===== config.mk =====
export PLATFORM = sky130hd
export DESIGN_NAME = fdf_cfg
export DESIGN_NICKNAME = d
export VERILOG_FILES = /design/src/rtl/fdf_pkg.sv /design/src/rtl/fdf_cfg.sv
export SDC_FILE = /design/constraint.sdc
export NUM_CORES = 2
export LEC_CHECK = 0
export BUFFER_PORTS_ARGS = -buffer_cell sky130_fd_sc_hd__buf_2
export CORE_MARGIN = 2
export CORE_UTILIZATION = 30
export DETAILED_ROUTE_END_ITERATION = 12
export HOLD_SLACK_MARGIN = 0.12
export PLACE_DENSITY_LB_ADDON = 0.05
export SLEW_MARGIN = 40
export SYNTH_ARGS = -nofsm -noshare
export SYNTH_HDL_FRONTEND = slang
export SYNTH_SLANG_ARGS = --single-unit

===== constraint.sdc =====
create_clock -name clk -period 17.58 [get_ports clk]
set_input_delay 4.395 -clock clk [delete_from_list [all_inputs] [get_ports clk]]
set_output_delay 4.395 -clock clk [all_outputs]
set_load 0.02 [all_outputs]

===== src/rtl/fdf_pkg.sv =====
`timescale 1ns / 1ps

package fdf_pkg;

    // Detector phases, as reported on the result stream
    typedef enum logic [2:0] {
        PH_IDLE       = 3'd0,
        PH_FREEFALL   = 3'd1,
        PH_IMPACT     = 3'd2,
        PH_PENDING    = 3'd3,
        PH_DISPATCHED = 3'd4
    } phase_t;

    // Register map, word index (byte address / 4)
    typedef enum logic [2:0] {
        REG_FREEFALL_MG   = 3'd0,
        REG_IMPACT_MG     = 3'd1,
        REG_CANCEL_WINDOW = 3'd2,
        REG_FF_TIMEOUT    = 3'd3,
        REG_SETTLE        = 3'd4,
        REG_TILT_LIMIT    = 3'd5,
        REG_GYRO_QUIET    = 3'd6
    } reg_idx_t;

    // Register reset values
    localparam logic [13:0] FREEFALL_MG_RST   = 14'd600;
    localparam logic [13:0] IMPACT_MG_RST     = 14'd2800;
    localparam logic [15:0] CANCEL_WINDOW_RST = 16'd15000;
    localparam logic [15:0] FF_TIMEOUT_RST    = 16'd800;
    localparam logic [15:0] SETTLE_RST        = 16'd1500;
    localparam logic [11:0] TILT_LIMIT_RST    = 12'd450;
    localparam logic [15:0] GYRO_QUIET_RST    = 16'd350;

    // Direct impact from idle needs |a| > 1.25 * impact_mg: 16*|a|^2 > 25*impact^2
    localparam int          HARD_SHIFT = 4;
    localparam logic [32:0] HARD_NUM   = 33'd25;

    // Squared thresholds at reset
    localparam logic [27:0] FREEFALL_SQ_RST = 28'(600 * 600);
    localparam logic [27:0] IMPACT_SQ_RST   = 28'(2800 * 2800);
    localparam logic [32:0] HARD_SQ_RST     = 33'(2800 * 2800 * 25);
    localparam logic [31:0] QUIET_SQ_RST    = 32'(350 * 350);

    // Configuration registers
    typedef struct packed {
        logic [13:0] freefall_mg;
        logic [13:0] impact_mg;
        logic [15:0] cancel_window_ms;
        logic [15:0] freefall_timeout_ms;
        logic [15:0] settle_ms;
        logic [11:0] tilt_limit;
        logic [15:0] gyro_quiet;
    } cfg_t;

    // Squared thresholds derived from the registers
    typedef struct packed {
        logic [27:0] freefall_sq;
        logic [27:0] impact_sq;
        logic [32:0] hard_sq;
        logic [31:0] quiet_sq;
    } cfg_sq_t;

    // Per-sample features handed from the front pipeline to the phase logic
    typedef struct packed {
        logic [29:0]        accel_sq;
        logic [31:0]        gyro_sq;
        logic signed [11:0] pitch;
        logic signed [11:0] roll;
        logic               cancel;
        logic [31:0]        now;
        logic               blink_pending;
        logic               blink_dispatch;
    } feat_t;

    // Result of the phase update, before the seconds conversion
    typedef struct packed {
        phase_t      phase;
        logic        motor_on;
        logic        led_on;
        logic [15:0] left_ms;
    } res_t;

    // Conversion of milliseconds left to whole seconds: (d * 67109) >> 26
    localparam logic [16:0] SEC_RECIP = 17'd67109;
    localparam int          SEC_SHIFT = 26;

endpackage


===== src/rtl/fdf_cfg.sv =====
`timescale 1ns / 1ps

module fdf_cfg (
    input  logic              clk,
    input  logic              rst_n,
    input  logic              psel,
    input  logic              penable,
    input  logic              pwrite,
    input  logic [4:0]        paddr,
    input  logic [31:0]       pwdata,
    output logic [31:0]       prdata,
    output logic              pready,
    output fdf_pkg::cfg_t     cfg,
    output fdf_pkg::cfg_sq_t  cfg_sq
);

    fdf_pkg::cfg_t    cfg_reg;
    fdf_pkg::cfg_sq_t sq_reg;
    logic             wr_en;
    logic [27:0]      freefall_sq;
    logic [27:0]      impact_sq;
    logic [32:0]      hard_sq;
    logic [31:0]      quiet_sq;

    assign pready = 1'b1;
    assign wr_en  = psel && penable && pwrite && pready;

    // Register writes, value masked to register width
    always_ff @(posedge clk or negedge rst_n)
    begin
        if (!rst_n)
        begin
            cfg_reg.freefall_mg         <= fdf_pkg::FREEFALL_MG_RST;
            cfg_reg.impact_mg           <= fdf_pkg::IMPACT_MG_RST;
            cfg_reg.cancel_window_ms    <= fdf_pkg::CANCEL_WINDOW_RST;
            cfg_reg.freefall_timeout_ms <= fdf_pkg::FF_TIMEOUT_RST;
            cfg_reg.settle_ms           <= fdf_pkg::SETTLE_RST;
            cfg_reg.tilt_limit          <= fdf_pkg::TILT_LIMIT_RST;
            cfg_reg.gyro_quiet          <= fdf_pkg::GYRO_QUIET_RST;
        end
        else if (wr_en)
        begin
            case (paddr[4:2])
                fdf_pkg::REG_FREEFALL_MG:   cfg_reg.freefall_mg         <= pwdata[13:0];
                fdf_pkg::REG_IMPACT_MG:     cfg_reg.impact_mg           <= pwdata[13:0];
                fdf_pkg::REG_CANCEL_WINDOW: cfg_reg.cancel_window_ms    <= pwdata[15:0];
                fdf_pkg::REG_FF_TIMEOUT:    cfg_reg.freefall_timeout_ms <= pwdata[15:0];
                fdf_pkg::REG_SETTLE:        cfg_reg.settle_ms           <= pwdata[15:0];
                fdf_pkg::REG_TILT_LIMIT:    cfg_reg.tilt_limit          <= pwdata[11:0];
                fdf_pkg::REG_GYRO_QUIET:    cfg_reg.gyro_quiet          <= pwdata[15:0];
                default:
                begin
                end
            endcase
        end
    end

    // Read mux
    always_comb
    begin
        case (paddr[4:2])
            fdf_pkg::REG_FREEFALL_MG:   prdata = 32'(cfg_reg.freefall_mg);
            fdf_pkg::REG_IMPACT_MG:     prdata = 32'(cfg_reg.impact_mg);
            fdf_pkg::REG_CANCEL_WINDOW: prdata = 32'(cfg_reg.cancel_window_ms);
            fdf_pkg::REG_FF_TIMEOUT:    prdata = 32'(cfg_reg.freefall_timeout_ms);
            fdf_pkg::REG_SETTLE:        prdata = 32'(cfg_reg.settle_ms);
            fdf_pkg::REG_TILT_LIMIT:    prdata = 32'(cfg_reg.tilt_limit);
            fdf_pkg::REG_GYRO_QUIET:    prdata = 32'(cfg_reg.gyro_quiet);
            default:                    prdata = 32'd0;
        endcase
    end

    // Squared thresholds; the 1.25x term is built from the registered impact square
    assign freefall_sq = cfg_reg.freefall_mg * cfg_reg.freefall_mg;
    assign impact_sq   = cfg_reg.impact_mg * cfg_reg.impact_mg;
    assign hard_sq     = 33'(sq_reg.impact_sq) * fdf_pkg::HARD_NUM;
    assign quiet_sq    = cfg_reg.gyro_quiet * cfg_reg.gyro_quiet;

    always_ff @(posedge clk or negedge rst_n)
    begin
        if (!rst_n)
        begin
            sq_reg.freefall_sq <= fdf_pkg::FREEFALL_SQ_RST;
            sq_reg.impact_sq   <= fdf_pkg::IMPACT_SQ_RST;
            sq_reg.hard_sq     <= fdf_pkg::HARD_SQ_RST;
            sq_reg.quiet_sq    <= fdf_pkg::QUIET_SQ_RST;
        end
        else
        begin
            sq_reg.freefall_sq <= freefall_sq;
            sq_reg.impact_sq   <= impact_sq;
            sq_reg.hard_sq     <= hard_sq;
            sq_reg.quiet_sq    <= quiet_sq;
        end
    end

    assign cfg    = cfg_reg;
    assign cfg_sq = sq_reg;

endmodule


==> flow_summary.ini <==
[die]
fp.dieH_um = 319
coreArea_mm2 = 0.0983
num_io_pins = 300
row_count = 115
floorplan.die_area_mm2 = 0.102
floorplan.initialDensity_pct = 30.2
die_x_um = 319

[place]
detailedPlacementHpwl_um = 66700
final_gp_congestion = 0.856
placement.io_buffers = 260
post_dp_cell_area_mm2 = 0.0323

[worst_hold_path]
holdCritStartpoint = cfg_sq[65]$_DFF_PN0_
min_delay_path_depth = 0
timing.hold.worst.class = reg2reg

[clocking]
cts-hold-fix-buffers = 0
worstSkewPairLatency_ns = 0.60
cts_made_buffers = 34
clock_sinks = 221
cts.clk_slew.worst_paths_ns = 0.05
root_buf_cell = sky130_fd_sc_hd__clkbuf_16
post_cts_resized = 0
cts.htree.levels = 2
cts_setup_buffers = 0
clockBufferDepth = 3
tritoncts_clock_tree = done

[critical_path]
cp-endpoint = prdata[5]
worst_path_largest_cell_delay_ns = 0.62
r2r-start = cfg[98]$_DFFE_PN0P_
library_cell_appearing_most_often_on_the_critical_path = sky130_fd_sc_hd__buf_2
timing.critical_path.from = paddr[4]
cp_data_arrival_time_ns = 6.49
critPathMaxFanout = 18
worst_setup_path_end_kind = output port
critical_path_buf_inv_count = 3
timing.reg2reg.setup_slack_ns = 10.65
worst-setup-path-type = in2out
critPathRequiredTime_ns = 13.19
worstPathCellList = buf_2 > clkinv_1 > nor2_1 > a22oi_1 > o22ai_1 > buf_2
cp.depth = 6
critical_path.startpoint_type = input port
critical-path-slowest-cell = sky130_fd_sc_hd__nor2_1
regToRegEndpoint = cfg_sq[120]$_DFF_PN0_
crit_path_leading_delay_family = buffers and inverters
reg2regPathDepth = 20

[cells_and_area]
post_route_cell_area_mm2 = 0.0335
largest_register_ffs = 117
final_core_util_pct = 34.0
final.fill_count = 10242
post_route_cells_drive_above_1_share_pct = 16.8
nets = 4110
synthToLayoutAreaGrowth_pct = 12.6

[sta]
finalHoldViolCount = 0
final_min_period_ns = 10.88
finalSetupViolations = 0
timing.clock.skew_ns = 0.0325
final_min_period_over_clock_period_pct = 61.9
slew_violations = 0
worst_slew_pin_slew_ns = 0.819
worst_slew_margin_relative_to_its_limit_pct = 45.4
rsz_0062_raised_after_global_routing = no
fmaxAchievable_mhz = 91.9
timing.setup.tns_ns = 0

[synthesis]
postSynth.asyncResetShare_pct = 100
most_frequent_cell_after_synthesis = sky130_fd_sc_hd__inv_1
synth.mux.area_fraction_pct = 4.65
synth-warning-count = 0
synth_compound_area_share_pct = 8.43
adder_and_majority_cell_fraction_of_the_synthesized_area_pct = 43.6
synth_simple_gate_area_share_pct = 9.71
post_synth_inst_count = 3071
synth_edf_count = 0
post-synth-top-area-fraction_pct = 28.2
synth_cell_types = 78
yosys-top-cells-count = 715 x sky130_fd_sc_hd__inv_1, 419 x sky130_fd_sc_hd__fa_1, 365 x sky130_fd_sc_hd__ha_1, 252 x sky130_fd_sc_hd__nand2_1, 144 x sky130_fd_sc_hd__dfrtp_1
synth.largest_area_cell = sky130_fd_sc_hd__fa_1
main_combinational_cell_family_by_area_after_synthesis = adder cells
yosys_register_bits = 221
cell_area_after_synthesis_mm2 = 0.0297
primary_flip_flop_cell_chosen_by_synthesis_mapping = sky130_fd_sc_hd__dfrtp_1
seq_area_frac_synth_pct = 18.9
post_syn_area_per_cell_um2 = 9.67
synth_xor_xnor_area_share_pct = 3.66
synth.area.top_cells = sky130_fd_sc_hd__fa_1 28%, sky130_fd_sc_hd__ha_1 15%, sky130_fd_sc_hd__dfrtp_1 12%

[detailed_routing]
post-route-drc-count = 0
drt_pass1_iterations = 5
via_count = 21281
postRouteAntennaNets = 0
avgRoutedWirePerCell_um = 18.6
routed_vias_inst = 4.63
finalWirelength_um = 85500
initialDrtViolationCount = 904

[global_routing]
grt_first_pass_wirelength_um = 136000
overflow = 0
grt_start_max_net_pins = 134
grt.total_usage_pct = 17.2
initial_antenna_violation_count = 5
vias_in_the_first_global_route = 23300

[run_status]
run_status = finished clean

[flow_run]
maxCapViolCount = 0
==> cell usage in the layout (no fill, tap or decap), types with 6 or more instances in the layout <==
cell                        instances
sky130_fd_sc_hd__a211oi_1          12
sky130_fd_sc_hd__a21o_1            46
sky130_fd_sc_hd__a21oi_1          117
sky130_fd_sc_hd__a221oi_1           6
sky130_fd_sc_hd__a22o_1             6
sky130_fd_sc_hd__a31oi_1            9
sky130_fd_sc_hd__and2_1           106
sky130_fd_sc_hd__and3_1            11
sky130_fd_sc_hd__buf_2            259
sky130_fd_sc_hd__buf_4             14
sky130_fd_sc_hd__clkbuf_1          10
sky130_fd_sc_hd__clkbuf_16         34
sky130_fd_sc_hd__clkbuf_8           7
sky130_fd_sc_hd__conb_1            23
sky130_fd_sc_hd__dfrtp_1          133
sky130_fd_sc_hd__dfrtp_2           11
sky130_fd_sc_hd__dfstp_2           77
sky130_fd_sc_hd__fa_1             419
sky130_fd_sc_hd__ha_1             365
sky130_fd_sc_hd__inv_1            715
sky130_fd_sc_hd__mux2_2            96
sky130_fd_sc_hd__mux2i_1           21
sky130_fd_sc_hd__nand2_1          252
sky130_fd_sc_hd__nand2b_1           9
sky130_fd_sc_hd__nand3_1           29
sky130_fd_sc_hd__nand4_1           15
sky130_fd_sc_hd__nor2_1           106
sky130_fd_sc_hd__nor2b_1           16
sky130_fd_sc_hd__nor3_1            17
sky130_fd_sc_hd__nor3b_1            9
sky130_fd_sc_hd__o211ai_1           7
sky130_fd_sc_hd__o21a_1            14
sky130_fd_sc_hd__o21ai_0           70
sky130_fd_sc_hd__o21bai_1          17
sky130_fd_sc_hd__o221ai_1           7
sky130_fd_sc_hd__o31ai_1            7
sky130_fd_sc_hd__or2_2              9
sky130_fd_sc_hd__or4_1              6
sky130_fd_sc_hd__xnor2_1           91
sky130_fd_sc_hd__xor2_1            33
==> layer usage <==
metal	vias to the layer above	GRT usage [%]	share of wire, %
met5	-	0	0.025
met1	10744	23.3	46
met4	4	3.84	1.8
met2	425	28.2	47
li1	10035	-	-
met3	73	3.61	5.8
==> worst reg2reg max path, stage by stage, from the launching register on <==
cell                       delay (ns)
sky130_fd_sc_hd__dfrtp_1         0.81
sky130_fd_sc_hd__inv_1           0.33
sky130_fd_sc_hd__nor2_1          0.32
sky130_fd_sc_hd__fa_1            0.46
sky130_fd_sc_hd__inv_1           0.08
sky130_fd_sc_hd__fa_1            0.41
sky130_fd_sc_hd__inv_1           0.08
sky130_fd_sc_hd__fa_1            0.45
sky130_fd_sc_hd__fa_1            0.50
sky130_fd_sc_hd__fa_1            0.49
sky130_fd_sc_hd__inv_1           0.05
sky130_fd_sc_hd__fa_1            0.50
sky130_fd_sc_hd__inv_1           0.05
sky130_fd_sc_hd__ha_1            0.34
sky130_fd_sc_hd__a21oi_1         0.15
sky130_fd_sc_hd__o21ai_0         0.12
sky130_fd_sc_hd__nor3_1          0.57
sky130_fd_sc_hd__nor2_1          0.24
sky130_fd_sc_hd__o31ai_1         0.57
sky130_fd_sc_hd__nor2_1          0.11
sky130_fd_sc_hd__a211oi_1        0.19
==> area by class of cell <==
type	count	area, µm²	share of cell area (%)
Clock inverter	11	111	0.333
Antenna cell	1	2.50	0.00748
Sequential cell	221	5640	16.9
Clock buffer	51	985	2.94
Inverter	716	2690	8.03
Tap cell	1287	1610	4.81
Multi-Input combinational cell	2034	20900	62.6
Timing Repair Buffer	277	1490	4.46
==> cell families after synthesis <==
family	Yosys count
AOI/OAI and AO/OA	374
xor gates and xnor gates	124
adders and majority gates	784
buffers and inverters	837
DFF	221
muxes	121
other	2
and+or+nand+nor	608
==> per-stage QoR <==
step	std cells	setup slack, ns	hold slack [ns]
3_5_place_dp	4533	6.77	0.489
5_1_grt	4597	6.58	0.517
3_3_place_gp	4533	6.78	0.503
4_1_cts	4595	6.76	0.501
6_report	4598	6.70	0.478
2_1_floorplan	3092	7.14	0.406
==> worst min path at each step <==
stage	endpoint	slack, ns
final	cfg_sq[32]$_DFF_PN0_	0.48
after global routing	cfg_sq[32]$_DFF_PN0_	0.52
after CTS	cfg_sq[32]$_DFF_PN0_	0.50
after detailed placement	cfg_sq[32]$_DFF_PN0_	0.49
after global placement	cfg_sq[32]$_DFF_PN0_	0.50
after floorplan	cfg_sq[32]$_DFF_PN0_	0.41
Power is not shown: default switching activity piles up to over one toggle a cycle in this logic, so the estimate is an artifact.
