$ cat config.mk
export PLATFORM = sky130hd
export DESIGN_NAME = fdf_pre
export DESIGN_NICKNAME = d
export VERILOG_FILES = /design/src/rtl/fdf_pkg.sv /design/src/rtl/fdf_pre.sv
export SDC_FILE = /design/constraint.sdc
export NUM_CORES = 2
export LEC_CHECK = 0
export BUFFER_PORTS_ARGS = -buffer_cell sky130_fd_sc_hd__buf_2
export CORE_UTILIZATION = 65
export CTS_CLUSTER_SIZE = 28
export DETAILED_ROUTE_END_ITERATION = 10
export GPL_ROUTABILITY_DRIVEN = 0
export GPL_TIMING_DRIVEN = 0
export PLACE_DENSITY = 0.9
export SETUP_SLACK_MARGIN = 0.05
export SKIP_LAST_GASP = 1
export SLEW_MARGIN = 15
export SYNTH_ARGS = -nofsm -noshare
export SYNTH_HDL_FRONTEND = slang
export SYNTH_SLANG_ARGS = --single-unit
$ cat constraint.sdc
create_clock -name clk -period 13.01 [get_ports clk]
set_clock_uncertainty 0.15 [all_clocks]
set_input_delay 1.9515 -clock clk [delete_from_list [all_inputs] [get_ports clk]]
set_output_delay 1.9515 -clock clk [all_outputs]
set_load 0.05 [all_outputs]
$ cat src/rtl/fdf_pkg.sv
`timescale 1ns / 1ps

package fdf_pkg;

    // Detector phases, as reported on the result stream
    typedef enum logic [2:0] {
        PH_IDLE       = 3'd0,
        PH_FREEFALL   = 3'd1,
        PH_IMPACT     = 3'd2,
        PH_PENDING    = 3'd3,
        PH_DISPATCHED = 3'd4
    } phase_t;

    // Register map, word index (byte address / 4)
    typedef enum logic [2:0] {
        REG_FREEFALL_MG   = 3'd0,
        REG_IMPACT_MG     = 3'd1,
        REG_CANCEL_WINDOW = 3'd2,
        REG_FF_TIMEOUT    = 3'd3,
        REG_SETTLE        = 3'd4,
        REG_TILT_LIMIT    = 3'd5,
        REG_GYRO_QUIET    = 3'd6
    } reg_idx_t;

    // Register reset values
    localparam logic [13:0] FREEFALL_MG_RST   = 14'd600;
    localparam logic [13:0] IMPACT_MG_RST     = 14'd2800;
    localparam logic [15:0] CANCEL_WINDOW_RST = 16'd15000;
    localparam logic [15:0] FF_TIMEOUT_RST    = 16'd800;
    localparam logic [15:0] SETTLE_RST        = 16'd1500;
    localparam logic [11:0] TILT_LIMIT_RST    = 12'd450;
    localparam logic [15:0] GYRO_QUIET_RST    = 16'd350;

    // Direct impact from idle needs |a| > 1.25 * impact_mg: 16*|a|^2 > 25*impact^2
    localparam int          HARD_SHIFT = 4;
    localparam logic [32:0] HARD_NUM   = 33'd25;

    // Squared thresholds at reset
    localparam logic [27:0] FREEFALL_SQ_RST = 28'(600 * 600);
    localparam logic [27:0] IMPACT_SQ_RST   = 28'(2800 * 2800);
    localparam logic [32:0] HARD_SQ_RST     = 33'(2800 * 2800 * 25);
    localparam logic [31:0] QUIET_SQ_RST    = 32'(350 * 350);

    // Configuration registers
    typedef struct packed {
        logic [13:0] freefall_mg;
        logic [13:0] impact_mg;
        logic [15:0] cancel_window_ms;
        logic [15:0] freefall_timeout_ms;
        logic [15:0] settle_ms;
        logic [11:0] tilt_limit;
        logic [15:0] gyro_quiet;
    } cfg_t;

    // Squared thresholds derived from the registers
    typedef struct packed {
        logic [27:0] freefall_sq;
        logic [27:0] impact_sq;
        logic [32:0] hard_sq;
        logic [31:0] quiet_sq;
    } cfg_sq_t;

    // Per-sample features handed from the front pipeline to the phase logic
    typedef struct packed {
        logic [29:0]        accel_sq;
        logic [31:0]        gyro_sq;
        logic signed [11:0] pitch;
        logic signed [11:0] roll;
        logic               cancel;
        logic [31:0]        now;
        logic               blink_pending;
        logic               blink_dispatch;
    } feat_t;

    // Result of the phase update, before the seconds conversion
    typedef struct packed {
        phase_t      phase;
        logic        motor_on;
        logic        led_on;
        logic [15:0] left_ms;
    } res_t;

    // Conversion of milliseconds left to whole seconds: (d * 67109) >> 26
    localparam logic [16:0] SEC_RECIP = 17'd67109;
    localparam int          SEC_SHIFT = 26;

endpackage

$ cat src/rtl/fdf_pre.sv
`timescale 1ns / 1ps

module fdf_pre (
    input  logic            clk,
    input  logic            rst_n,
    input  logic            s_tvalid,
    output logic            s_tready,
    input  logic [151:0]    s_tdata,
    output logic            feat_valid,
    input  logic            feat_ready,
    output fdf_pkg::feat_t  feat
);

    // Blink periods: pending 500 ms (on for 250), dispatched 400 ms (on for 200).
    // time mod M: fold the four bytes with 2^(8k) mod M, then divide the
    // 18-bit fold exactly by a reciprocal multiply: (f * R) >> 27.
    localparam logic [8:0]  MOD_P      = 9'd500;
    localparam logic [8:0]  ON_P       = 9'd250;
    localparam logic [8:0]  FOLD_P_B2  = 9'd36;
    localparam logic [8:0]  FOLD_P_B3  = 9'd216;
    localparam logic [18:0] RECIP_P    = 19'd268436;
    localparam logic [8:0]  MOD_D      = 9'd400;
    localparam logic [8:0]  ON_D       = 9'd200;
    localparam logic [8:0]  FOLD_D_B2  = 9'd336;
    localparam logic [8:0]  FOLD_D_B3  = 9'd16;
    localparam logic [18:0] RECIP_D    = 19'd335545;
    localparam int          RECIP_SHIFT = 27;

    function automatic logic [17:0] fold_bytes(input logic [31:0] t,
                                               input logic [8:0]  c2,
                                               input logic [8:0]  c3);
        logic [17:0] acc;
        acc = 18'(t[31:24]) * 18'(c3) + 18'(t[23:16]) * 18'(c2)
            + {2'b00, t[15:8], 8'h00} + 18'(t[7:0]);
        return acc;
    endfunction

    logic v1_reg, v2_reg, v3_reg, v4_reg;
    logic take1, take2, take3, take4;

    // Stage 1: input register
    logic signed [14:0] ax1_reg, ay1_reg, az1_reg;
    logic signed [15:0] gx1_reg, gy1_reg, gz1_reg;
    logic signed [11:0] pitch1_reg, roll1_reg;
    logic               cancel1_reg;
    logic [31:0]        now1_reg;

    // Stage 2: squares and byte folds
    logic [28:0]        axsq2_reg, aysq2_reg, azsq2_reg;
    logic [30:0]        gxsq2_reg, gysq2_reg, gzsq2_reg;
    logic [17:0]        fp2_reg, fd2_reg;
    logic signed [11:0] pitch2_reg, roll2_reg;
    logic               cancel2_reg;
    logic [31:0]        now2_reg;

    // Stage 3: magnitude sums and blink quotients
    logic [29:0]        acc3_reg;
    logic [31:0]        gyr3_reg;
    logic [17:0]        fp3_reg, fd3_reg;
    logic [9:0]         qp3_reg, qd3_reg;
    logic signed [11:0] pitch3_reg, roll3_reg;
    logic               cancel3_reg;
    logic [31:0]        now3_reg;

    // Stage 4: features
    fdf_pkg::feat_t     feat4_reg;

    logic signed [29:0] axp, ayp, azp;
    logic signed [31:0] gxp, gyp, gzp;
    logic [36:0]        prod_p, prod_d;
    logic [18:0]        rem_p, rem_d;

    // Each stage moves on when the next one is empty or moving
    assign take4    = !v4_reg || feat_ready;
    assign take3    = !v3_reg || take4;
    assign take2    = !v2_reg || take3;
    assign take1    = !v1_reg || take2;
    assign s_tready = take1;

    always_ff @(posedge clk or negedge rst_n)
    begin
        if (!rst_n)
        begin
            v1_reg <= 1'b0;
            v2_reg <= 1'b0;
            v3_reg <= 1'b0;
            v4_reg <= 1'b0;
        end
        else
        begin
            if (take1)
            begin
                v1_reg <= s_tvalid;
            end
            if (take2)
            begin
                v2_reg <= v1_reg;
            end
            if (take3)
            begin
                v3_reg <= v2_reg;
            end
            if (take4)
            begin
                v4_reg <= v3_reg;
            end
        end
    end

    // Stage 1 load: unpack the item
    always_ff @(posedge clk)
    begin
        if (take1)
        begin
            ax1_reg     <= s_tdata[14:0];
            ay1_reg     <= s_tdata[29:15];
            az1_reg     <= s_tdata[44:30];
            gx1_reg     <= s_tdata[60:45];
            gy1_reg     <= s_tdata[76:61];
            gz1_reg     <= s_tdata[92:77];
            pitch1_reg  <= s_tdata[104:93];
            roll1_reg   <= s_tdata[116:105];
            cancel1_reg <= s_tdata[117];
            now1_reg    <= s_tdata[149:118];
        end
    end

    // Stage 2: one multiplier deep
    assign axp = ax1_reg * ax1_reg;
    assign ayp = ay1_reg * ay1_reg;
    assign azp = az1_reg * az1_reg;
    assign gxp = gx1_reg * gx1_reg;
    assign gyp = gy1_reg * gy1_reg;
    assign gzp = gz1_reg * gz1_reg;

    always_ff @(posedge clk)
    begin
        if (take2)
        begin
            axsq2_reg   <= axp[28:0];
            aysq2_reg   <= ayp[28:0];
            azsq2_reg   <= azp[28:0];
            gxsq2_reg   <= gxp[30:0];
            gysq2_reg   <= gyp[30:0];
            gzsq2_reg   <= gzp[30:0];
            fp2_reg     <= fold_bytes(now1_reg, FOLD_P_B2, FOLD_P_B3);
            fd2_reg     <= fold_bytes(now1_reg, FOLD_D_B2, FOLD_D_B3);
            pitch2_reg  <= pitch1_reg;
            roll2_reg   <= roll1_reg;
            cancel2_reg <= cancel1_reg;
            now2_reg    <= now1_reg;
        end
    end

    // Stage 3: sums and reciprocal quotients
    assign prod_p = 37'(fp2_reg) * 37'(RECIP_P);
    assign prod_d = 37'(fd2_reg) * 37'(RECIP_D);

    always_ff @(posedge clk)
    begin
        if (take3)
        begin
            acc3_reg    <= 30'(axsq2_reg) + 30'(aysq2_reg) + 30'(azsq2_reg);
            gyr3_reg    <= 32'(gxsq2_reg) + 32'(gysq2_reg) + 32'(gzsq2_reg);
            qp3_reg     <= prod_p[RECIP_SHIFT +: 10];
            qd3_reg     <= prod_d[RECIP_SHIFT +: 10];
            fp3_reg     <= fp2_reg;
            fd3_reg     <= fd2_reg;
            pitch3_reg  <= pitch2_reg;
            roll3_reg   <= roll2_reg;
            cancel3_reg <= cancel2_reg;
            now3_reg    <= now2_reg;
        end
    end

    // Stage 4: remainders and blink phases
    assign rem_p = 19'(fp3_reg) - 19'(qp3_reg) * 19'(MOD_P);
    assign rem_d = 19'(fd3_reg) - 19'(qd3_reg) * 19'(MOD_D);

    always_ff @(posedge clk)
    begin
        if (take4)
        begin
            feat4_reg.accel_sq       <= acc3_reg;
            feat4_reg.gyro_sq        <= gyr3_reg;
            feat4_reg.pitch          <= pitch3_reg;
            feat4_reg.roll           <= roll3_reg;
            feat4_reg.cancel         <= cancel3_reg;
            feat4_reg.now            <= now3_reg;
            feat4_reg.blink_pending  <= (rem_p[8:0] < ON_P);
            feat4_reg.blink_dispatch <= (rem_d[8:0] < ON_D);
        end
    end

    assign feat_valid = v4_reg;
    assign feat       = feat4_reg;

endmodule

==> summary.txt <==
Drt
  • Wire per inst: 20.3 um
  • Remaining DRCs: 0
  • Post-DRT Antenna Nets: 0
  • Wl on met1: 71000 um
  • Drt first pass iters: 8
  • Max Used Layer: met5
  • Met3 wire len: just over 20000 um
  • Vias: 57700
  • DR vias/cell: between 5 and 6
  • WL met2: 100000 um
  • 1st-iter DRT viols: 5184
  • Routed WL: ~200000 um

Timing
  • Count of final max-slew check failures: 0
  • Hold Fails Final Rpt: 0
  • Tmin final: 8.37 ns
  • Fmax: 0.119 GHz
  • Setup TNS: 0 ns
  • RSZ-0062 raised after global routing: false
  • Final cycle utilization of the critical path: between 60% and 70%
  • Worst slew margin: 33.7%
  • Worst-margin pin slew: 0.992 ns
  • Setup violators final: 0

Synth
  • Synth cell types: 79
  • Syn. warnings: 0
  • Async S/R FF share, synth: less than 1%
  • Seq/Total Area, Yosys: 23.9%
  • Number of synthesized flops with an enable pin: slightly below 700
  • Synthesized instance count: ~7800
  • FF+latch count, synth: 679
  • Netlist Area Pre-Place: approximately 85000 um^2
  • Syn Area/Cell: about 11 um^2
  • Synth Flop Type: edfxtp_1

Clocking
  • Total CTS buffers: 80
  • Post-CTS Hold Fix Bufs: 0
  • Clock transition at path regs: 0.06 ns
  • CTS tree: yes
  • Clk_lat worst skew: 0.71 ns
  • Post-CTS sizing: 0
  • Clk root buf: clkbuf_16
  • Clk sinks: between 600 and 700
  • Post-CTS setup buffers: 0
  • Clock Tree Buf Depth: 3
  • H-tree levels: 3

Job
  • Max-cap violations: 0

Layout
  • Commonest non-fill, non-tap cell in the layout: inv_1
  • Final nets: 10900
  • Area delta synth->final: 7.87%
  • Max FFs per register: around 120
  • Reg area: 20400 um^2
  • Commonest non-fill, non-tap cells in the layout: inv_1 (2270), fa_1 (1530), ha_1 (944), edfxtp_1 (675), nand2_1 (486)
  • Area taken by multi-input logic gates: 56000 um^2
  • FILL cells: 8176
  • Layout cell share with drive strength beyond 1: 5.83%

Floorplanning
  • Initial Util: 65.7%
  • Die Wd: 364 um
  • Core area: between 100000 and 150000 um^2
  • Die area: 133000 um^2
  • Die H: 364 um
  • Number of I/O pins: ~280
  • Number of cell rows: 132

Setup path
  • Worst setup EP type: flop
  • Startpoint Class: flop
  • WP data required: about 13 ns
  • Critical Path AT: 8.62 ns
  • CP max FO: 10
  • Crit Path Category: reg -> reg

Place
  • DP HPWL: 161000 um
  • IO buf count: 276

Worst hold path
  • Worst Hold Class: reg -> reg

Status
  • Status: finished, final reports clean

Global routing
  • GR Overflow Total: 0
  • First-pass GRT wire length: ~330000 um
  • Initial antenna violation count: 14
  • Largest net degree at the start of global routing: 66
  • Vias in the first global route: around 65000
  • Total GRT Usage: 32.2%
routing by layer:
layer,vias up,global-route usage [%]
li1,24800,-
met4,14,17.5
met1,28800,38.5
met5,-,0
met3,930,7.25
met2,3117,54.3
worst max-delay path: stages, from the launching register on:
cell,delay [ns]
edfxtp_1,0.37
clkbuf_1,0.28
inv_1,0.34
clkbuf_1,0.60
nor2_1,0.16
fa_1,0.71
inv_1,0.12
fa_1,0.70
inv_1,0.24
fa_1,0.51
fa_1,0.52
fa_1,0.49
inv_1,0.05
fa_1,0.48
inv_1,0.04
ha_1,0.34
and3_1,0.23
nand2_1,0.07
o32ai_1,0.08
a311oi_1,0.55
a21oi_1,0.25
a211o_1,0.31
a21oi_1,0.18
xnor2_1,0.30
synthesized netlist by cell type, types with 5 or more instances:
cell | number | share of area [%]
o31ai_1 | 6 | 0.053
nor4_1 | 7 | 0.051
a2111oi_0 | 5 | 0.051
and2_1 | 202 | 1.5
nand2_1 | 487 | 2.1
clkinv_1 | 6 | 0.026
a21o_1 | 100 | 0.88
o21a_1 | 37 | 0.33
a211oi_1 | 22 | 0.19
nor2b_1 | 42 | 0.31
xnor2_1 | 287 | 2.9
mux2_2 | 7 | 0.092
or2_2 | 14 | 0.10
o21bai_1 | 29 | 0.26
o2111ai_1 | 7 | 0.072
edfxtp_1 | 675 | 24
nand2b_1 | 45 | 0.33
ha_1 | 944 | 14
a31o_2 | 18 | 0.18
o21ai_0 | 102 | 0.60
nor3_1 | 45 | 0.26
inv_1 | 2271 | 10
o211ai_1 | 13 | 0.11
a31oi_1 | 20 | 0.15
fa_1 | 1530 | 36
o22ai_1 | 7 | 0.051
a21oi_1 | 204 | 1.2
and3_1 | 29 | 0.21
nor2_1 | 305 | 1.3
a21boi_0 | 15 | 0.13
nand3_1 | 50 | 0.29
xor2_1 | 78 | 0.80
nand4_1 | 14 | 0.10
a221oi_1 | 5 | 0.051
a211o_1 | 6 | 0.062
and4_1 | 5 | 0.051
clkbuf_1 | 117 | 0.51
or3_1 | 14 | 0.10
stage by stage:
stage / utilization (%) / area [um^2] / setup WS, ns / std cells / hold slack (ns)
2_1_floorplan: - / 85300 / 2.24 / 7854 / 0.250
3_3_place_gp: 68.5 / 88900 / -1.77 / 9872 / 0.250
3_5_place_dp: 68.8 / 89300 / 4.87 / 9892 / 0.255
4_1_cts: 70.9 / 92000 / 4.82 / 10000 / 0.239
5_1_grt: 70.9 / 92000 / 4.34 / 10000 / 0.254
6_report: 70.9 / 92000 / 4.64 / 10000 / 0.233
cell type report:
cell class                      count  share of cell area [%]
Tap cell                         1742                    2.37
Multi-Input combinational cell   4779                    60.8
Buffer                            118                   0.481
Antenna cell                        4                  0.0109
Inverter                         2278                    9.30
Clock buffer                       91                    2.30
Timing Repair Buffer              296                    1.89
Sequential cell                   679                    22.1
Clock inverter                     54                   0.673
worst paths after layout:
check	from	endpoint	slack, ns	depth (start not counted)
worst max-delay path	gz1_reg[15]	gzsq2_reg[30]	4.64	23
worst min-delay path	gyr3_reg[25]	feat[84]	0.23	0
worst max register to register	gz1_reg[15]	gzsq2_reg[30]	4.64	23
worst min register to register	gyr3_reg[25]	feat[84]	0.23	0
max in group asynchronous	rst_n	feat_valid	11.71	1
min in group asynchronous	rst_n	v2_reg	0.88	1
cell families (layout without fill, tap and decap cells):
family | Yosys count | in the layout | share of synthesized area, %
adders and majority gates | 2474 | 2474 | 49.8
buffers and inverters | 2396 | 2837 | 10.5
and+or+nand+nor | 1272 | 1272 | 6.91
DFF | 679 | 679 | 23.9
AOI/OAI and AO/OA | 653 | 653 | 5.04
xor gates and xnor gates | 365 | 365 | 3.75
muxes | 9 | 9 | 0.116
other | 1 | 10 | 0.00440
Power is not shown: default switching activity piles up to over one toggle a cycle in this logic, so the estimate is an artifact.
