$ cat src/rtl/fdf_pkg.sv
`timescale 1ns / 1ps

package fdf_pkg;

    // Detector phases, as reported on the result stream
    typedef enum logic [2:0] {
        PH_IDLE       = 3'd0,
        PH_FREEFALL   = 3'd1,
        PH_IMPACT     = 3'd2,
        PH_PENDING    = 3'd3,
        PH_DISPATCHED = 3'd4
    } phase_t;

    // Register map, word index (byte address / 4)
    typedef enum logic [2:0] {
        REG_FREEFALL_MG   = 3'd0,
        REG_IMPACT_MG     = 3'd1,
        REG_CANCEL_WINDOW = 3'd2,
        REG_FF_TIMEOUT    = 3'd3,
        REG_SETTLE        = 3'd4,
        REG_TILT_LIMIT    = 3'd5,
        REG_GYRO_QUIET    = 3'd6
    } reg_idx_t;

    // Register reset values
    localparam logic [13:0] FREEFALL_MG_RST   = 14'd600;
    localparam logic [13:0] IMPACT_MG_RST     = 14'd2800;
    localparam logic [15:0] CANCEL_WINDOW_RST = 16'd15000;
    localparam logic [15:0] FF_TIMEOUT_RST    = 16'd800;
    localparam logic [15:0] SETTLE_RST        = 16'd1500;
    localparam logic [11:0] TILT_LIMIT_RST    = 12'd450;
    localparam logic [15:0] GYRO_QUIET_RST    = 16'd350;

    // Direct impact from idle needs |a| > 1.25 * impact_mg: 16*|a|^2 > 25*impact^2
    localparam int          HARD_SHIFT = 4;
    localparam logic [32:0] HARD_NUM   = 33'd25;

    // Squared thresholds at reset
    localparam logic [27:0] FREEFALL_SQ_RST = 28'(600 * 600);
    localparam logic [27:0] IMPACT_SQ_RST   = 28'(2800 * 2800);
    localparam logic [32:0] HARD_SQ_RST     = 33'(2800 * 2800 * 25);
    localparam logic [31:0] QUIET_SQ_RST    = 32'(350 * 350);

    // Configuration registers
    typedef struct packed {
        logic [13:0] freefall_mg;
        logic [13:0] impact_mg;
        logic [15:0] cancel_window_ms;
        logic [15:0] freefall_timeout_ms;
        logic [15:0] settle_ms;
        logic [11:0] tilt_limit;
        logic [15:0] gyro_quiet;
    } cfg_t;

    // Squared thresholds derived from the registers
    typedef struct packed {
        logic [27:0] freefall_sq;
        logic [27:0] impact_sq;
        logic [32:0] hard_sq;
        logic [31:0] quiet_sq;
    } cfg_sq_t;

    // Per-sample features handed from the front pipeline to the phase logic
    typedef struct packed {
        logic [29:0]        accel_sq;
        logic [31:0]        gyro_sq;
        logic signed [11:0] pitch;
        logic signed [11:0] roll;
        logic               cancel;
        logic [31:0]        now;
        logic               blink_pending;
        logic               blink_dispatch;
    } feat_t;

    // Result of the phase update, before the seconds conversion
    typedef struct packed {
        phase_t      phase;
        logic        motor_on;
        logic        led_on;
        logic [15:0] left_ms;
    } res_t;

    // Conversion of milliseconds left to whole seconds: (d * 67109) >> 26
    localparam logic [16:0] SEC_RECIP = 17'd67109;
    localparam int          SEC_SHIFT = 26;

endpackage

$ cat src/rtl/fdf_out.sv
`timescale 1ns / 1ps

module fdf_out (
    input  logic           clk,
    input  logic           rst_n,
    input  logic           res_valid,
    output logic           res_ready,
    input  fdf_pkg::res_t  res,
    output logic           m_tvalid,
    input  logic           m_tready,
    output logic [15:0]    m_tdata
);

    logic            v_reg;
    logic            take;
    fdf_pkg::phase_t phase_reg;
    logic            motor_reg;
    logic            led_reg;
    logic [6:0]      secs_reg;
    logic [32:0]     secs_prod;

    assign take      = !v_reg || m_tready;
    assign res_ready = take;

    // Milliseconds left to whole seconds, exact for 16-bit inputs
    assign secs_prod = 33'(res.left_ms) * 33'(fdf_pkg::SEC_RECIP);

    always_ff @(posedge clk or negedge rst_n)
    begin
        if (!rst_n)
        begin
            v_reg <= 1'b0;
        end
        else if (take)
        begin
            v_reg <= res_valid;
        end
    end

    always_ff @(posedge clk)
    begin
        if (take)
        begin
            phase_reg <= res.phase;
            motor_reg <= res.motor_on;
            led_reg   <= res.led_on;
            secs_reg  <= secs_prod[fdf_pkg::SEC_SHIFT +: 7];
        end
    end

    assign m_tvalid = v_reg;
    assign m_tdata  = {4'b0000, secs_reg, led_reg, motor_reg, phase_reg};

endmodule

$ cat config.mk
export PLATFORM = sky130hd
export DESIGN_NAME = fdf_out
export DESIGN_NICKNAME = d
export VERILOG_FILES = /design/src/rtl/fdf_pkg.sv /design/src/rtl/fdf_out.sv
export SDC_FILE = /design/constraint.sdc
export NUM_CORES = 1
export LEC_CHECK = 0
export BUFFER_PORTS_ARGS = -buffer_cell sky130_fd_sc_hd__clkbuf_2
export CORE_UTILIZATION = 23
export DETAILED_ROUTE_END_ITERATION = 8
export PLACE_DENSITY_LB_ADDON = 0.08
export SLEW_MARGIN = 20
export SYNTH_ARGS = -nofsm -noshare
export SYNTH_HDL_FRONTEND = slang
export SYNTH_SLANG_ARGS = --single-unit
export TNS_END_PERCENT = 100
$ cat constraint.sdc
create_clock -name clk -period 2.6 [get_ports clk]
set_input_delay 0.52 -clock clk [delete_from_list [all_inputs] [get_ports clk]]
set_output_delay 0.52 -clock clk [all_outputs]
set_load 0.05 [all_outputs]
==> flow_summary.html, run 1 <==
<table>
<tr><th>Metric</th><th>Value</th></tr>
<tr><th colspan="2">Drt</th></tr>
<tr><td>DRC marker count from the first detailed-route iteration</td><td>69</td></tr>
<tr><td>Number of nets still failing antenna checks after routing</td><td>0</td></tr>
<tr><td>Sum of routed wire length over all layers</td><td>10.64 mm</td></tr>
<tr><td>Routed WL per cell</td><td>14.95 µm</td></tr>
<tr><td>Number of optimization iterations in the first detailed-route pass</td><td>6</td></tr>
<tr><td># DRC</td><td>2</td></tr>
<tr><td>Vias per cell</td><td>4.336</td></tr>
<tr><td>Vias after detailed routing</td><td>3087</td></tr>
<tr><th colspan="2">Finish</th></tr>
<tr><td>Nets@finish</td><td>687</td></tr>
<tr><td>Fraction of layout cells with a size suffix above 1</td><td>0.3943</td></tr>
<tr><td>Post-route cell area</td><td>5490 µm²</td></tr>
<tr><td>Antenna cell count</td><td>0</td></tr>
<tr><td>Number of filler cells placed in the layout</td><td>1715</td></tr>
<tr><td>Flip-flop count of the largest register, all copies and words added</td><td>7</td></tr>
<tr><td>Post-layout utilization of the core</td><td>0.3322</td></tr>
<tr><td>Area Growth Syn to Fin</td><td>41.69%</td></tr>
<tr><th colspan="2">Clock network</th></tr>
<tr><td>Number of buffers inserted by hold repair at cts</td><td>0</td></tr>
<tr><td>CTS tree</td><td>yes</td></tr>
<tr><td>Clock latency on the worst-skew pair</td><td>0.24 ns</td></tr>
<tr><td>Post-CTS clock slew at the launch and capture registers of the worst setup and hold paths</td><td>0.04 ns</td></tr>
<tr><td>Number of sinks on the clock net</td><td>13</td></tr>
<tr><td>Count of H-tree levels built during CTS</td><td>1</td></tr>
<tr><td>Clock buffers created by TritonCTS</td><td>3</td></tr>
<tr><td>Max Root-Sink Buffers</td><td>2</td></tr>
<tr><td>CTS root buffer</td><td>sky130_fd_sc_hd__clkbuf_16</td></tr>
<tr><th colspan="2">Global route</th></tr>
<tr><td>Leftover overflow at the end of global routing</td><td>0</td></tr>
<tr><td>GRT Util Overall</td><td>0.1284</td></tr>
<tr><td>Wire length of the first global-routing pass</td><td>17.64 mm</td></tr>
<tr><td>Number of antenna violations at the first check in global routing</td><td>0</td></tr>
<tr><td>Maximum number of pins on one net before global-route repair</td><td>15</td></tr>
<tr><td>Via count of the first global-routing pass</td><td>3423</td></tr>
<tr><th colspan="2">Die</th></tr>
<tr><td>Top-Level Pins</td><td>43</td></tr>
<tr><td>Die ar.</td><td>17370 µm²</td></tr>
<tr><td>Number of placement rows</td><td>47</td></tr>
<tr><td>Core area</td><td>16520 µm²</td></tr>
<tr><td>Initial core utilization</td><td>0.2345</td></tr>
<tr><td>Horizontal die dimension</td><td>131.8 µm</td></tr>
<tr><td>Height of the die</td><td>131.8 µm</td></tr>
<tr><th colspan="2">Synth</th></tr>
<tr><td>Area of the mapped netlist</td><td>3875 µm²</td></tr>
<tr><td>Async set or reset register ratio after synthesis</td><td>0.07692</td></tr>
<tr><td>Synthesized instance count</td><td>384</td></tr>
<tr><td>Warning count from the yosys run</td><td>0</td></tr>
<tr><td>Proportion of synthesized chip area in sequential cells</td><td>0.09945</td></tr>
<tr><td>List of most frequent post-synthesis cells</td><td>sky130_fd_sc_hd__ha_1, sky130_fd_sc_hd__inv_1, sky130_fd_sc_hd__fa_1</td></tr>
<tr><td>Fraction of synthesized cell area taken by the top area cell type</td><td>0.4198</td></tr>
<tr><td>Synthesis-stage register bit count</td><td>13</td></tr>
<tr><td>Number of unique standard cell types used by synthesis</td><td>47</td></tr>
<tr><td>Top cells by area, synth</td><td>sky130_fd_sc_hd__ha_1, sky130_fd_sc_hd__fa_1, sky130_fd_sc_hd__edfxtp_1</td></tr>
<tr><td>Cell with the most instances after synthesis</td><td>sky130_fd_sc_hd__ha_1</td></tr>
<tr><td>Number of flops mapped to enable cells by yosys</td><td>12</td></tr>
<tr><td>Average cell area after synthesis</td><td>10.09 µm²</td></tr>
<tr><td>Library cell occupying the most area in the post-synthesis netlist</td><td>sky130_fd_sc_hd__ha_1</td></tr>
<tr><td>Ys flop type</td><td>sky130_fd_sc_hd__edfxtp_1</td></tr>
<tr><th colspan="2">Critical path</th></tr>
<tr><td>Register-to-Register Setup Slack</td><td>1.65 ns</td></tr>
<tr><td>Crit. End Element</td><td>flop</td></tr>
<tr><td>Type of the setup path with the least slack</td><td>input port to flop</td></tr>
<tr><td>Max incr delay on CP</td><td>0.56 ns</td></tr>
<tr><td>Series of cell instances along the critical path</td><td>buf_8 &gt; ha_4 &gt; fa_2 &gt; inv_2 &gt; fa_1 &gt; inv_1 &gt; fa_1 &gt; fa_1 &gt; ha_4 &gt; ha_4 &gt; nand4_1 &gt; nor4_2 &gt; nor2_1 &gt; o311ai_4 &gt; a31oi_2 &gt; xnor2_1</td></tr>
<tr><td>Critical-path cell with the highest stage delay</td><td>sky130_fd_sc_hd__fa_1</td></tr>
<tr><td>Arrival time of data at the critical path endpoint</td><td>4.36 ns</td></tr>
<tr><td>Largest fanout of any net on the critical path</td><td>3</td></tr>
<tr><td>Element type at the critical path start</td><td>input port</td></tr>
<tr><td>Total buffers and inverters traversed by the critical path</td><td>3</td></tr>
<tr><td>Kind of cell adding the most delay to the critical path</td><td>adder cells</td></tr>
<tr><td>Required time of the critical path</td><td>2.58 ns</td></tr>
<tr><th colspan="2">Power</th></tr>
<tr><td>Total power draw</td><td>0.004763 W</td></tr>
<tr><td>Peak supply drop</td><td>0.3728 mV</td></tr>
<tr><td>PD cells</td><td>867.5 nW/µm²</td></tr>
<tr><td>Leakage</td><td>2.663 nW</td></tr>
<tr><th colspan="2">Timing</th></tr>
<tr><td>Final Worst Setup Slack</td><td>-1.784 ns</td></tr>
<tr><td>Crit share post-route</td><td>1.686</td></tr>
<tr><td>RSZ-0062 raised after global routing</td><td>true</td></tr>
<tr><td>Setup Viol. Count Final</td><td>7</td></tr>
<tr><td>Upper clock frequency limit</td><td>228.1 MHz</td></tr>
<tr><td>Pins over their slew limit</td><td>0</td></tr>
<tr><td>Worst clock skew</td><td>0.002788 ns</td></tr>
<tr><td>Hold Vio Cnt, Final</td><td>0</td></tr>
<tr><td>Final min period</td><td>4.384 ns</td></tr>
<tr><th colspan="2">Run status</th></tr>
<tr><td>Violated checks</td><td>DRC, setup timing</td></tr>
<tr><td>Run status</td><td>finished with violations</td></tr>
<tr><th colspan="2">Worst hold path</th></tr>
<tr><td>Hold WC Path Type</td><td>input port to asynchronous set/reset pin</td></tr>
<tr><th colspan="2">Place</th></tr>
<tr><td>Hpwl dp</td><td>9.772 mm</td></tr>
<tr><td>Final GP Congestion</td><td>0.7422</td></tr>
<tr><td>Placement Setup Slack</td><td>-2.244 ns</td></tr>
<tr><td>Cell area after placement</td><td>5022 µm²</td></tr>
<tr><td># port buffers</td><td>38</td></tr>
<tr><th colspan="2">Job</th></tr>
<tr><td>Number of maximum-capacitance constraint violations</td><td>0</td></tr>
</table>
-- placed cells by master (no fill, tap or decap), types with 7 or more instances in the layout --
cell	instances
sky130_fd_sc_hd__ha_1	104
sky130_fd_sc_hd__buf_4	67
sky130_fd_sc_hd__inv_1	64
sky130_fd_sc_hd__fa_1	33
sky130_fd_sc_hd__clkbuf_2	33
sky130_fd_sc_hd__ha_4	24
sky130_fd_sc_hd__nand2_1	14
sky130_fd_sc_hd__a21oi_1	14
sky130_fd_sc_hd__edfxtp_1	12
sky130_fd_sc_hd__inv_2	7
-- final cells by class --
type | instances | area (µm²) | area share
clock buffer | 4 | 78.83 | 0.01436
inverter | 71 | 266.5 | 0.04854
multi-input combinational | 295 | 3712 | 0.6762
tap | 220 | 275.3 | 0.05014
sequential | 13 | 385.4 | 0.07019
timing repair buffer | 109 | 772.0 | 0.1406
-- per-stage QoR --
step / hold slack [ns] / TNS [ns] / std cells
detailed placement: 0.2960 / -14.81 / 702
global placement: 0.2951 / -14.68 / 702
global route: 0.04363 / -12.84 / 712
floorplan: 0.2244 / -10.92 / 387
CTS: 0.04144 / -11.93 / 710
finish: 0.04756 / -11.82 / 712
-- final timing paths --
kind                          start           end  cells after the start
max                         res[13]   secs_reg[0]                     16
min                           rst_n      m_tvalid                      1
max reg2reg                m_tvalid  phase_reg[0]                      2
min reg2reg                m_tvalid      m_tvalid                      3
max in group asynchronous     rst_n      m_tvalid                      1
min in group clk            res[16]       led_reg                      1
-- cells by family after synthesis --
family,after synthesis,share of synthesized area
adder cells (fa/ha/maj),169,0.6212
buffers and inverters,79,0.08524
AO/OA/AOI/OAI,62,0.1036
XOR/XNOR,5,0.01130
AND/OR/NAND/NOR,55,0.07814
flip-flops,13,0.09945
other,1,0.0009678
-- per-layer routing --
layer	part of all wire	vias to the layer above	routed length [µm]	global-route usage
met5	0	-	0	0
met4	0.00075	0	8	0.009690
met3	0.024	2	253	0.006920
met2	0.49	50	5234	0.2275
met1	0.48	1476	5146	0.1782
li1	-	1559	-	-
-- power breakdown --
part / internal (W) / switching (W) / total, W / leakage, nW
combinational: 0.00205 / 0.00215 / 0.00420 / 2.49
clock: 0.000206 / 0.0000745 / 0.000280 / 0.0382
sequential: 0.000274 / 0.0000101 / 0.000284 / 0.132
total: 0.00253 / 0.00224 / 0.00476 / 2.66
-- repair_timing --
action,4_1_cts,5_1_grt
resized for setup,42,20
setup endpoints to repair,7,7
cloned,0,0
buffers inserted,5,2
pin swaps,25,24
No activity file was read; power rests on OpenSTA's default activity.
==> run 2, diff against run 1 <==
Settings changed: RECOVER_POWER set to 100.
Clock period 2.6 ns to 5.17 ns, I/O delays scaled along.
==> run 2 against run 1 <==
  * The flow now finishes without violations
  * Largest power group unchanged
  * Final cell count fell by 3.8%
  * Global-route usage fell by 1.0 points
  * Flip-flop and latch count did not move
  * Routed wire length fell by 4.4%
  * Sequential power fell by 50%
  * Critical endpoint unchanged
  * Non-clock buffer count fell by 27
  * Register-to-register slack improved by 2.3 ns
  * Combinational power fell by 60%
  * Clock skew fell by 0.0016 ns
  * Power fell by 58%
==> flow_summary.html, run 2 (same netlist as run 1, synthesis figures left out) <==
<table>
<tr><th>Metric</th><th>Value</th></tr>
<tr><th colspan="2">Die</th></tr>
<tr><td>Initial core utilization</td><td>0.2345</td></tr>
<tr><td>Number of placement rows</td><td>47</td></tr>
<tr><td>Die ar.</td><td>17370 µm²</td></tr>
<tr><td>Height of the die</td><td>131.8 µm</td></tr>
<tr><td>Horizontal die dimension</td><td>131.8 µm</td></tr>
<tr><td>Core area</td><td>16520 µm²</td></tr>
<tr><td>Top-Level Pins</td><td>43</td></tr>
<tr><th colspan="2">Global route</th></tr>
<tr><td>Leftover overflow at the end of global routing</td><td>0</td></tr>
<tr><td>GRT Util Overall</td><td>0.1181</td></tr>
<tr><td>Wire length of the first global-routing pass</td><td>16.16 mm</td></tr>
<tr><td>Maximum number of pins on one net before global-route repair</td><td>15</td></tr>
<tr><td>Via count of the first global-routing pass</td><td>3140</td></tr>
<tr><td>Number of antenna violations at the first check in global routing</td><td>0</td></tr>
<tr><th colspan="2">Clock network</th></tr>
<tr><td>CTS root buffer</td><td>sky130_fd_sc_hd__clkbuf_16</td></tr>
<tr><td>Clock buffers created by TritonCTS</td><td>3</td></tr>
<tr><td>Clock latency on the worst-skew pair</td><td>0.24 ns</td></tr>
<tr><td>CTS tree</td><td>yes</td></tr>
<tr><td>Number of buffers inserted by hold repair at cts</td><td>0</td></tr>
<tr><td>Number of sinks on the clock net</td><td>13</td></tr>
<tr><td>Max Root-Sink Buffers</td><td>2</td></tr>
<tr><td>Count of H-tree levels built during CTS</td><td>1</td></tr>
<tr><td>Post-CTS clock slew at the launch and capture registers of the worst setup and hold paths</td><td>0.04 ns</td></tr>
<tr><th colspan="2">Drt</th></tr>
<tr><td>Vias per cell</td><td>4.307</td></tr>
<tr><td>Vias after detailed routing</td><td>2950</td></tr>
<tr><td>DRC marker count from the first detailed-route iteration</td><td>82</td></tr>
<tr><td>Sum of routed wire length over all layers</td><td>10.17 mm</td></tr>
<tr><td>Routed WL per cell</td><td>14.85 µm</td></tr>
<tr><td>Number of nets still failing antenna checks after routing</td><td>0</td></tr>
<tr><td>Number of optimization iterations in the first detailed-route pass</td><td>4</td></tr>
<tr><td># DRC</td><td>0</td></tr>
<tr><th colspan="2">Job</th></tr>
<tr><td>Number of maximum-capacitance constraint violations</td><td>0</td></tr>
<tr><th colspan="2">Critical path</th></tr>
<tr><td>Element type at the critical path start</td><td>input port</td></tr>
<tr><td>Register-to-Register Setup Slack</td><td>3.94 ns</td></tr>
<tr><td>Type of the setup path with the least slack</td><td>input port to flop</td></tr>
<tr><td>Destination of the worst register-to-register timing path</td><td>secs_reg[1]</td></tr>
<tr><td>Worst R2R Start</td><td>m_tvalid</td></tr>
<tr><td>Total buffers and inverters traversed by the critical path</td><td>4</td></tr>
<tr><td>Series of cell instances along the critical path</td><td>clkbuf_2 &gt; ha_2 &gt; fa_2 &gt; inv_1 &gt; fa_1 &gt; inv_1 &gt; fa_1 &gt; fa_1 &gt; ha_4 &gt; ha_4 &gt; nand4_1 &gt; buf_4 &gt; nor4_1 &gt; nor2_1 &gt; o311ai_1 &gt; a31oi_1 &gt; xnor2_1</td></tr>
<tr><td>Crit. End Element</td><td>flop</td></tr>
<tr><td>Critical-path cell with the highest stage delay</td><td>sky130_fd_sc_hd__fa_1</td></tr>
<tr><td>Max incr delay on CP</td><td>0.55 ns</td></tr>
<tr><td>Required time of the critical path</td><td>5.16 ns</td></tr>
<tr><td>Largest fanout of any net on the critical path</td><td>4</td></tr>
<tr><td>Kind of cell adding the most delay to the critical path</td><td>adder cells</td></tr>
<tr><td>Arrival time of data at the critical path endpoint</td><td>5.09 ns</td></tr>
<tr><td>Cell type with the highest occurrence count on the critical path</td><td>sky130_fd_sc_hd__fa_1</td></tr>
<tr><td>Length in cells of the worst reg-to-reg path</td><td>1</td></tr>
<tr><th colspan="2">Finish</th></tr>
<tr><td>Antenna cell count</td><td>0</td></tr>
<tr><td>Most common library cell in the layout ignoring fill and taps</td><td>sky130_fd_sc_hd__ha_1</td></tr>
<tr><td>Post-route cell area</td><td>4925 µm²</td></tr>
<tr><td>Nets@finish</td><td>660</td></tr>
<tr><td>Fraction of layout cells with a size suffix above 1</td><td>0.2366</td></tr>
<tr><td>Post-layout utilization of the core</td><td>0.2980</td></tr>
<tr><td>Commonest cells after routing, fill and taps aside</td><td>sky130_fd_sc_hd__ha_1, sky130_fd_sc_hd__inv_1, sky130_fd_sc_hd__buf_4</td></tr>
<tr><td>Number of filler cells placed in the layout</td><td>1776</td></tr>
<tr><td>Area Growth Syn to Fin</td><td>27.09%</td></tr>
<tr><td>Flip-flop count of the largest register, all copies and words added</td><td>7</td></tr>
<tr><th colspan="2">Power</th></tr>
<tr><td>Peak supply drop</td><td>0.1599 mV</td></tr>
<tr><td>PD cells</td><td>404.2 nW/µm²</td></tr>
<tr><td>Leakage</td><td>2.455 nW</td></tr>
<tr><th colspan="2">Place</th></tr>
<tr><td>Placement Setup Slack</td><td>-0.1946 ns</td></tr>
<tr><td>Hpwl dp</td><td>9.357 mm</td></tr>
<tr><td>Cell area after placement</td><td>4581 µm²</td></tr>
<tr><td># port buffers</td><td>38</td></tr>
<tr><td>Final GP Congestion</td><td>0.7426</td></tr>
<tr><th colspan="2">Worst hold path</th></tr>
<tr><td>Hold WC Path Type</td><td>input port to asynchronous set/reset pin</td></tr>
<tr><th colspan="2">Timing</th></tr>
<tr><td>Hold Vio Cnt, Final</td><td>0</td></tr>
<tr><td>Final min period</td><td>5.099 ns</td></tr>
<tr><td>Final Worst Setup Slack</td><td>0.07132 ns</td></tr>
<tr><td>Upper clock frequency limit</td><td>196.1 MHz</td></tr>
<tr><td>Slew of the pin with the lowest slew margin</td><td>0.6783 ns</td></tr>
<tr><td>Crit share post-route</td><td>0.9862</td></tr>
<tr><td>Relative max-transition margin</td><td>0.5478</td></tr>
<tr><td>Worst clock skew</td><td>0.001227 ns</td></tr>
<tr><td>Setup Viol. Count Final</td><td>0</td></tr>
<tr><td>Pins over their slew limit</td><td>0</td></tr>
<tr><th colspan="2">Run status</th></tr>
<tr><td>Run status</td><td>completed</td></tr>
</table>
-- run 2: cell types whose count changed in the layout (fill, tap and decap cells not counted), moves of 5 or more --
cell	delta
sky130_fd_sc_hd__ha_4	-11
sky130_fd_sc_hd__inv_2	-7
sky130_fd_sc_hd__clkbuf_2	-11
sky130_fd_sc_hd__buf_4	-23
sky130_fd_sc_hd__inv_1	+7
sky130_fd_sc_hd__clkbuf_1	+14
sky130_fd_sc_hd__o21ai_2	-5
sky130_fd_sc_hd__ha_1	+9
-- run 2: final cells by class --
class,instances,area [µm²],share of cell area
Clock buffer,4,78.83,0.01601
Multi-Input combinational cell,295,3411,0.6926
Timing Repair Buffer,82,508.0,0.1032
Sequential cell,13,385.4,0.07825
Tap cell,220,275.3,0.05589
Inverter,71,266.5,0.05412
-- run 2: what timing repair did --
action,4_1_cts,5_1_grt
setup endpoints to repair,0,7
resized for setup,0,37
endpoints found under the hold margin,0,0
setup buffers,0,5
-- run 2: metrics by stage --
stage	power, W	hold slack, ns	TNS (ns)	instances
4_1_cts	0.001731	0.5571	0	680
5_1_grt	0.002220	0.5492	-0.03578	685
2_1_floorplan	0.001101	0.7384	0	387
6_report	0.001991	0.5608	0	685
3_3_place_gp	0.001582	0.8096	-0.9949	676
3_5_place_dp	0.001577	0.8104	-0.9426	676
-- run 2: report_power, final --
part	switching (W)	internal (W)	leakage (nW)	total, W
Sequential	0.00000536	0.000138	0.132	0.000143
Clock	0.0000396	0.000104	0.0382	0.000143
Combinational	0.000924	0.000780	2.28	0.00170
-- run 2: how the worst max path moves through the flow --
stage                       start  depth (start not counted)     endpoint  slack [ns]
after detailed placement  res[10]                         17  secs_reg[5]       -0.19
after CTS                 res[10]                         17  secs_reg[5]        0.02
after global placement    res[12]                         18  secs_reg[4]       -0.18
after floorplan           res[13]                         15  secs_reg[4]        0.24
after global routing       res[9]                         18  secs_reg[5]       -0.03
final                     res[13]                         17  secs_reg[0]        0.07
-- run 2: metal layers --
layer,track usage,part of all wire
met1,0.1644,0.49
met2,0.2055,0.48
met3,0.01153,0.024
met4,0.007106,0.0027
met5,0,0
